===== config.mk =====
export PLATFORM = sky130hd
export DESIGN_NAME = pbmh_ctrl
export DESIGN_NICKNAME = d
export VERILOG_FILES = /design/src/design/pbmh_pkg.sv /design/src/design/pbmh_ctrl.sv
export SDC_FILE = /design/constraint.sdc
export NUM_CORES = 1
export LEC_CHECK = 0
export BUFFER_PORTS_ARGS = -buffer_cell sky130_fd_sc_hd__buf_2
export CAP_MARGIN = 0
export CORE_MARGIN = 2
export CORE_UTILIZATION = 30
export CTS_BUF_LIST = sky130_fd_sc_hd__clkbuf_16
export DETAILED_ROUTE_END_ITERATION = 6
export GPL_TIMING_DRIVEN = 0
export PLACE_DENSITY_LB_ADDON = 0.08
export SLEW_MARGIN = 5
export SYNTH_ARGS = -nofsm -noshare
export SYNTH_HDL_FRONTEND = slang
export SYNTH_SLANG_ARGS = --single-unit

===== constraint.sdc =====
create_clock -name clk -period 3.5 [get_ports clk]
set_input_delay 0.175 -clock clk [delete_from_list [all_inputs] [get_ports clk]]
set_output_delay 0.175 -clock clk [all_outputs]
set_load 0.01 [all_outputs]

===== src/design/pbmh_pkg.sv =====
// Shared types and constants of the polar max-height grid unit.
// Holds the command codes, controller states, control structs and the CORDIC angle table.
// No dependencies.
package pbmh_pkg;

	typedef enum logic [1:0] {
		CMD_CLEAR = 2'd0,
		CMD_ADD   = 2'd1,
		CMD_READ  = 2'd2
	} cmd_code_t;

	typedef enum logic [3:0] {
		ST_INIT,
		ST_IDLE,
		ST_DECODE,
		ST_SQUARE,
		ST_RANGE,
		ST_TARGET,
		ST_ITER,
		ST_SCALE,
		ST_SECTOR,
		ST_INDEX,
		ST_FETCH,
		ST_UPDATE,
		ST_CLEAR,
		ST_DONE
	} state_t;

	// Register indexes on the configuration port.
	localparam logic REG_MAX_RADIUS    = 1'b0;
	localparam logic REG_HEIGHT_OFFSET = 1'b1;

	localparam logic [22:0] MAX_RADIUS_RST    = 23'd81920;
	localparam logic [23:0] HEIGHT_OFFSET_RST = 24'd2048;

	localparam int CORDIC_STEPS = 24;

	typedef struct packed {
		logic in_ready;
		logic load_in;
		logic square;
		logic range_chk;
		logic target;
		logic iter;
		logic scale;
		logic sector;
		logic index;
		logic update;
		logic sweep;
		logic load_out;
	} ctrl_cmd_t;

	typedef struct packed {
		logic [1:0] cmd;
		logic       kept;
		logic       iter_done;
		logic       sweep_done;
		logic       out_free;
	} ctrl_sts_t;

	// Step angles of the CORDIC, 2^32 units per full turn.
	function automatic logic [31:0] step_angle(input logic [4:0] i);
		logic [31:0] a;
		case (i)
			5'd0:    a = 32'd536870912;
			5'd1:    a = 32'd316933406;
			5'd2:    a = 32'd167458907;
			5'd3:    a = 32'd85004756;
			5'd4:    a = 32'd42667331;
			5'd5:    a = 32'd21354465;
			5'd6:    a = 32'd10679838;
			5'd7:    a = 32'd5340245;
			5'd8:    a = 32'd2670163;
			5'd9:    a = 32'd1335087;
			5'd10:   a = 32'd667544;
			5'd11:   a = 32'd333772;
			5'd12:   a = 32'd166886;
			5'd13:   a = 32'd83443;
			5'd14:   a = 32'd41721;
			5'd15:   a = 32'd20860;
			5'd16:   a = 32'd10430;
			5'd17:   a = 32'd5215;
			5'd18:   a = 32'd2607;
			5'd19:   a = 32'd1303;
			5'd20:   a = 32'd651;
			5'd21:   a = 32'd325;
			5'd22:   a = 32'd162;
			5'd23:   a = 32'd81;
			default: a = 32'd0;
		endcase
		return a;
	endfunction

endpackage


===== src/design/pbmh_ctrl.sv =====
// Controller state machine of the polar max-height grid unit.
// Sequences the datapath through its steps; depends on pbmh_pkg.
module pbmh_ctrl (
	input  logic                clk,
	input  logic                arst_n,
	input  logic                in_valid,
	input  pbmh_pkg::ctrl_sts_t sts,
	output pbmh_pkg::ctrl_cmd_t cmd
);

	pbmh_pkg::state_t state_q, state_d;

	always_ff @(posedge clk or negedge arst_n) begin
		if (!arst_n) begin
			state_q <= pbmh_pkg::ST_INIT;
		end else begin
			state_q <= state_d;
		end
	end

	always_comb begin
		state_d = state_q;
		cmd     = '0;
		case (state_q)
			pbmh_pkg::ST_INIT: begin
				cmd.sweep = 1'b1;
				if (sts.sweep_done) begin
					state_d = pbmh_pkg::ST_IDLE;
				end
			end
			pbmh_pkg::ST_IDLE: begin
				cmd.in_ready = 1'b1;
				if (in_valid) begin
					cmd.load_in = 1'b1;
					state_d     = pbmh_pkg::ST_DECODE;
				end
			end
			pbmh_pkg::ST_DECODE: begin
				case (sts.cmd)
					pbmh_pkg::CMD_CLEAR: state_d = pbmh_pkg::ST_CLEAR;
					pbmh_pkg::CMD_ADD:   state_d = pbmh_pkg::ST_SQUARE;
					pbmh_pkg::CMD_READ:  state_d = pbmh_pkg::ST_INDEX;
					default:             state_d = pbmh_pkg::ST_DONE;
				endcase
			end
			pbmh_pkg::ST_SQUARE: begin
				cmd.square = 1'b1;
				state_d    = pbmh_pkg::ST_RANGE;
			end
			pbmh_pkg::ST_RANGE: begin
				cmd.range_chk = 1'b1;
				state_d       = pbmh_pkg::ST_TARGET;
			end
			pbmh_pkg::ST_TARGET: begin
				if (sts.kept) begin
					cmd.target = 1'b1;
					state_d    = pbmh_pkg::ST_ITER;
				end else begin
					state_d = pbmh_pkg::ST_DONE;
				end
			end
			pbmh_pkg::ST_ITER: begin
				cmd.iter = 1'b1;
				if (sts.iter_done) begin
					state_d = pbmh_pkg::ST_SCALE;
				end
			end
			pbmh_pkg::ST_SCALE: begin
				cmd.scale = 1'b1;
				state_d   = pbmh_pkg::ST_SECTOR;
			end
			pbmh_pkg::ST_SECTOR: begin
				cmd.sector = 1'b1;
				state_d    = pbmh_pkg::ST_INDEX;
			end
			pbmh_pkg::ST_INDEX: begin
				cmd.index = 1'b1;
				state_d   = pbmh_pkg::ST_FETCH;
			end
			pbmh_pkg::ST_FETCH: begin
				state_d = pbmh_pkg::ST_UPDATE;
			end
			pbmh_pkg::ST_UPDATE: begin
				cmd.update = 1'b1;
				state_d    = pbmh_pkg::ST_DONE;
			end
			pbmh_pkg::ST_CLEAR: begin
				cmd.sweep = 1'b1;
				if (sts.sweep_done) begin
					state_d = pbmh_pkg::ST_DONE;
				end
			end
			pbmh_pkg::ST_DONE: begin
				if (sts.out_free) begin
					cmd.load_out = 1'b1;
					state_d      = pbmh_pkg::ST_IDLE;
				end
			end
			default: begin
				state_d = pbmh_pkg::ST_IDLE;
			end
		endcase
	end

endmodule


==> summary.md, run 1 <==
| Metric | Value |
|---|---|
| Outcome | completed |
| Tot GR Track Use | 15.7% |
| Leakage power | 0.370 nW |
| Min Clock Period, post-route | 1.77 ns |
| Syn Nets | 72 |
| Fin. max-slew vios | 0 |
| Crit. End Element | register |
| Synth Area in Adders | 7.35% |
| CTS max path bufs | 2 |
| Final Net Count | a little under 100 |
| Warnings from Yosys | 0 |
| I/O pin total | 21 |
| Switching power share of the total | 42.3% |
| Clock Tree Root | clkbuf_16 |
| Global placement routability congestion | between 0.7 and 0.8 |
| Clk_lat worst skew | 0.23 ns |
| Cells after Synth | 60 |
| Synth Area in Compound Gates | 23.5% |
| Synthesized flop and latch total | 4 |
| Cell Pwr Density | 1000 nW/µm² |
| F_max | 564 MHz |
| Total number of vias | 511 |
| Post-Syn Area | 510 µm² |
| First-pass GRT wire length | 2250 µm |
| Worst setup SP type | register |
| Area growth, synth to finish | 40.2% |
| Antenna Nets Post-Route | 0 |
| Layout Utilization | about 46% |
| # fillers | 171 |
| Worst Tran Pin Value | ~0.42 ns |
| Tightest Hold Check Type | in -> async |
| H-tree depth | 1 |
| Sw Pwr | 303 µW |
| Mux cell area share after synthesis | between 10% and 20% |
| PostCTS Resize Cnt | 0 |
| Die Ht | around 45 µm |
| Share of cells above drive strength 1 | 40.5% |
| Required time of the critical path | 3.60 ns |
| Crit path largest cell delay | ~0.43 ns |
| Slowest CP cell | dfrtp_1 |
| Largest regs | state_q x4 |
| Int Pwr | 414 µW |
| Final hold viol count | 0 |
| Peak supply drop | 0.592 mV |
| Detail Placement HPWL | 955 µm |
| 1st-pass router iterations | 2 |
| Post-CTS Hold Fix Bufs | 1 |
| Final worst-path cycle share | about half |
| Wire length per cell | 13.1 µm |
| Crit path kind | reg -> reg |
| Critical Path, Cell by Cell | nand2b_1 > and3_4 > a221oi_4 > mux2_4 |
| Post-synthesis sequential area ratio | 19.6% |
| Port Buffer Count | 20 |
| Residual DRC | 0 |
| Worst R2R Setup Slack | 1.73 ns |
| Combinational fraction of design power | 59.4% |
| Clock Pin Slew Worst Setup and Hold Paths | 0.03 ns |
| Vias in the first global route | 500 |
| Core ar. | between 1500 and 2000 µm² |
| Grt ovf | 0 |
| Cts bufs inserted | 3 |
| Slew margin rel. | between 70% and 80% |
| Number of flip-flops in the largest register | 4 |
| Via-to-Cell Ratio | between 5 and 6 |
| Routed Wire Length | 1310 µm |
| Clock power share | 25.1% |
| Setup slack after layout | approximately 1.7 ns |
| Unique masters post-synth | 32 |
| Finished Cell Area | 716 µm² |
| Postcts setup bufs | 0 |
| Die X | roughly 45 µm |
| Place WS | 1.73 ns |
| DP Area | 631 µm² |
| Xor and xnor area share after synthesis | 0% |
| Clk sink count | 4 |
| Main combinational cell family by area after synthesis | simple AND/OR/NAND/NOR gates |
| Starting density of the core | 32.7% |
| RSZ-0062 raised after global routing | false |
| Worst path top cell family by delay | simple AND/OR/NAND/NOR gates |
| Buf+Inv Stages, Crit Path | 0 |
| Antenna diode count | 0 |
| Setup TNS | 0 ns |
| Syn_area_per_cell | 8.51 µm² |
| Simple-gate area share of the yosys netlist | 28.9% |
| # rows | 14 |
| Layout Skew | 0.00409 ns |
| Initial antenna violation count | 0 |
| DIE AREA | 2050 µm² |
| Arrival time worst endpoint | about 1.9 ns |
| Largest net degree at the start of global routing | 11 |
| Share of power burned in registers | about 16% |
| Max Cap Viol | 0 |
| CP Max Fanout | 7 |
| Largest register by flop count | state_q |
| First DRT Iteration DRCs | 5 |
| CTS tree | yes |
| Final setup vio count | 0 |
final timing paths:
check | start | cells after the start | to
max | state_q[3] | 4 | state_q[1]
min | arst_n | 2 | state_q[0]
max reg2reg | state_q[3] | 4 | state_q[1]
min reg2reg | state_q[2] | 2 | state_q[2]
max in group asynchronous | arst_n | 2 | state_q[1]
min in group clk | sts[1] | 4 | state_q[0]
power groups by stage:
stage | clock network (mW) | logic (mW) | registers (mW)
4_1_cts | 0.185 | 0.430 | 0.111
2_1_floorplan | 0 | 0.328 | 0.0996
5_1_grt | 0.187 | 0.472 | 0.119
3_5_place_dp | 0 | 0.426 | 0.111
6_report | 0.180 | 0.426 | 0.111
3_3_place_gp | 0 | 0.426 | 0.113
metal layers:
layer	vias to the layer above	GRT usage, %	routed length, µm
li1	265	-	-
met1	229	20.0	626
met2	14	23.4	593
met3	3	4.80	66
met4	0	8.82	22
met5	-	0	0
cell usage in the layout, fill, tap and decap left out, types with 3 or more instances in the layout:
cell type and count:
dfrtp_1 4, buf_2 22, inv_1 6, nand2b_1 3, clkbuf_16 3, nor2_1 6, ha_1 3, nor3_1 5
kinds of logic after synthesis:
kind of cell / after synthesis
simple gates: 24
mux: 5
buf+inv: 11
fa+ha+maj: 3
compound gates: 13
flops: 4
cell usage after synthesis:
| master | count | area share (%) |
|---|---|---|
| a21oi_1 | 2 | 2.0 |
| a21oi_4 | 1 | 3.2 |
| a221o_1 | 1 | 2.0 |
| a221oi_4 | 1 | 5.1 |
| a2bb2oi_1 | 1 | 1.7 |
| a31oi_1 | 1 | 1.2 |
| and3_4 | 1 | 2.2 |
| and3b_1 | 1 | 1.7 |
| buf_2 | 2 | 2.0 |
| clkbuf_1 | 2 | 1.5 |
| dfrtp_1 | 4 | 20 |
| ha_1 | 3 | 7.4 |
| inv_1 | 6 | 4.4 |
| inv_2 | 1 | 0.73 |
| mux2_2 | 1 | 2.2 |
| mux2_4 | 2 | 5.9 |
| mux2i_1 | 2 | 3.9 |
| nand2_1 | 2 | 1.5 |
| nand2b_1 | 3 | 3.7 |
| nand3_1 | 1 | 0.98 |
| nand4bb_1 | 1 | 2.2 |
| nor2_1 | 6 | 4.4 |
| nor3_1 | 5 | 4.9 |
| nor3_2 | 1 | 2.0 |
| nor3b_1 | 1 | 1.5 |
| nor4_1 | 1 | 1.2 |
| o21a_1 | 1 | 1.5 |
| o21ai_0 | 2 | 2.0 |
| o22ai_1 | 1 | 1.2 |
| o311a_1 | 1 | 2.0 |
| o311ai_0 | 1 | 1.7 |
| or4b_4 | 1 | 2.7 |
per-stage QoR:
stage | total power [mW] | hold slack (ns) | std cells
5_1_grt | 0.778 | 0.300 | 100
3_3_place_gp | 0.539 | -0.0188 | 96
4_1_cts | 0.726 | 0.275 | 100
3_5_place_dp | 0.537 | -0.0175 | 96
2_1_floorplan | 0.427 | -0.121 | 60
6_report | 0.717 | 0.275 | 100
cell type report:
class | count | area, µm² | area share, %
multi-input combinational | 45 | 367 | 51.2
timing repair buffer | 21 | 110 | 15.4
sequential | 4 | 100 | 14.0
clock buffer | 3 | 75.1 | 10.5
inverter | 7 | 26.3 | 3.67
tap | 16 | 20.0 | 2.80
buffer | 4 | 17.5 | 2.45
Note: power is estimated with default switching activity, not from simulation.
==> run 2, diff against run 1 <==
==> constraint.sdc (replaced) <==
create_clock -name clk -period 1.5 [get_ports clk]
set_input_delay 0.075 -clock clk [delete_from_list [all_inputs] [get_ports clk]]
set_output_delay 0.075 -clock clk [all_outputs]
set_load 0.01 [all_outputs]
==> run 2 against run 1 <==
The run now ends with negative setup slack left. Fmax rose by 9.0%. Critical endpoint unchanged. Count of clock-buffer cells in the layout unchanged. Critical path type unchanged. Highest routed layer unchanged. Largest cell class unchanged. Sequential share of layout area shrank 1.4 points. Core utilization up 6.9 points. Global-route usage up 0.25 points. Routed wire length up 6.3%. Clock power grew 140%.
==> summary.md, run 2 (synthesis results as in run 1) <==
| Metric | Value |
|---|---|
| Outcome | finished with violations |
| Violated checks | negative setup slack |
| CTS max path bufs | 2 (unchanged) |
| Fin. max-slew vios | 0 (unchanged) |
| Wire length per cell | 12.9 µm (-1.5%) |
| Arrival time worst endpoint | 1.73 ns (-0.15 ns) |
| Final hold viol count | 0 (unchanged) |
| Residual DRC | 0 (unchanged) |
| Most frequent cells in the layout | 21 x buf_2, 7 x inv_1, 6 x nor2_1, 6 x buf_4, 4 x nor3_1 |
| Peak supply drop | 1.84 mV (+210%) |
| Via-to-Cell Ratio | 5.07 (-0.70%) |
| I/O pin total | 21 (unchanged) |
| Crit path kind | reg -> reg |
| Min Clock Period, post-route | 1.63 ns (-0.147 ns) |
| Die Ht | 45.3 µm (unchanged) |
| Post-Layout Cell Count | 108 (+8.0%) |
| Layout Skew | 0.00744 ns (+0.00335 ns) |
| Final setup vio count | 4 (+4) |
| RSZ-0062 raised after global routing | true |
| Clock Tree Root | clkbuf_16 |
| Antenna Nets Post-Route | 0 (unchanged) |
| Register Area | 104 µm² (+3.8%) |
| # fillers | 151 (-12%) |
| CTS tree | yes |
| Cell Pwr Density | 2410 nW/µm² (+140%) |
| Multi-input logic area | 394 µm² (+7.5%) |
| Initial antenna violation count | 0 (unchanged) |
| Leakage power | 0.433 nW (+17%) |
| DIE AREA | 2050 µm² (unchanged) |
| Starting density of the core | 32.7% (unchanged) |
| Clk sink count | 4 (unchanged) |
| Detail Placement HPWL | 975 µm (+2.1%) |
| Clock Pin Slew Worst Setup and Hold Paths | 0.04 ns (about the same) |
| Die X | 45.3 µm (unchanged) |
| Most common cell after layout, fill and taps aside | buf_2 |
| Antenna diode count | 0 (unchanged) |
| Vias in the first global route | 529 (+5.8%) |
| Number of flip-flops in the largest register | 4 (unchanged) |
| Tot GR Track Use | 16.0% (+0.25 points) |
| Share of cells above drive strength 1 | 54.3% (+14 points) |
| F_max | 615 MHz (+9.0%) |
| Tightest Hold Check Type | in -> async |
| Routed Wire Length | 1390 µm (+6.3%) |
| Largest net degree at the start of global routing | 11 (unchanged) |
| Worst setup SP type | register |
| Setup slack after layout | -0.127 ns (-1.85 ns) |
| Setup TNS | -0.434 ns (-0.434 ns) |
| Largest register by flop count | state_q |
| Final worst-path cycle share | 108% (+58 points) |
| Port Buffer Count | 20 (unchanged) |
| Slew margin rel. | 78.7% (+7.0 points) |
| Core ar. | 1560 µm² (unchanged) |
| Total number of vias | 548 (+7.2%) |
| Max Cap Viol | 0 (unchanged) |
| Largest regs | state_q x4 |
| Cts bufs inserted | 3 (unchanged) |
| Placed insts | 96 (unchanged) |
| Clk_lat worst skew | 0.23 ns (about the same) |
| First-pass GRT wire length | 2310 µm (+2.8%) |
| 1st-pass router iterations | 4 (+2) |
| First DRT Iteration DRCs | 4 (-1) |
| Worst Tran Pin Value | 0.320 ns (-0.105 ns) |
| Required time of the critical path | 1.60 ns (-2.00 ns) |
| Area growth, synth to finish | 61.3% |
| Worst-case reg-to-reg path depth | 4 (unchanged) |
| CP Max Fanout | 3 (-4) |
| Global placement routability congestion | 0.769 (about the same) |
| # rows | 14 (unchanged) |
| H-tree depth | 1 (unchanged) |
| Layout Utilization | 52.8% (+6.9 points) |
| Crit. End Element | register |
| Grt ovf | 0 (unchanged) |
| Final Net Count | 105 (+7.1%) |
## run 2: cell count changes in the layout (fill, tap and decap cells not counted), sizes merged
cell	previous run	this run
buf	22	28
clkbuf	5	6
inv	7	8
## run 2: critical path: stages (launching register included)
cell and delay, ns:
dfrtp_2 0.41, or4b_4 0.55, a21oi_4 0.16, a221oi_4 0.07
mux2_4 0.31
## run 2: area by class of cell
class,instances,share of cell area (%)
buffer,4,3.04
inverter,7,3.19
tap,16,2.43
multi-input combinational,45,47.9
clock inverter,1,0.456
sequential,4,12.6
timing repair buffer,28,21.3
clock buffer,3,9.12
## run 2: metal layers
metal	vias up	track usage [%]	routed length (µm)
met3	2	4.80	51
met1	250	19.5	664
li1	282	-	-
met2	14	25.7	660
met4	0	7.06	16
met5	-	0	0
## run 2: path summary, 6_finish.rpt
kind,from,endpoint,slack [ns]
max,state_q[0],state_q[1],-0.13
min,arst_n,state_q[0],0.17
max reg2reg,state_q[0],state_q[1],-0.13
min reg2reg,state_q[2],state_q[2],0.76
max in group asynchronous,arst_n,state_q[2],1.19
min in group clk,sts[1],state_q[3],0.30
## run 2: timing repair
| item | CTS | global route |
|---|---|---|
| pin swaps | 1 | 2 |
| gates resized for setup | 5 | 8 |
| endpoints found under the setup margin | 5 | 7 |
| endpoints found under the hold margin | 4 | 0 |
| hold buffers | 1 | 0 |
| buffers inserted | 4 | 3 |
| cloned | 0 | 0 |
## run 2: per-stage QoR
stage	worst slack, ns	area (µm²)	power (mW)	hold WS, ns
after detailed placement	-0.193	647	1.30	-0.117
after CTS	-0.131	790	1.90	0.174
after floorplan	-0.116	527	1.05	-0.221
after global placement	-0.207	647	1.31	-0.119
after global routing	-0.155	823	2.13	0.194
final	-0.127	823	1.98	0.172
## run 2: report_power, final
part           internal, mW  leakage [nW]  switching (mW)
Clock                 0.345        0.0423          0.0849
Sequential            0.177        0.0449          0.0825
Combinational         0.677         0.346           0.617
Total                  1.20         0.433           0.785
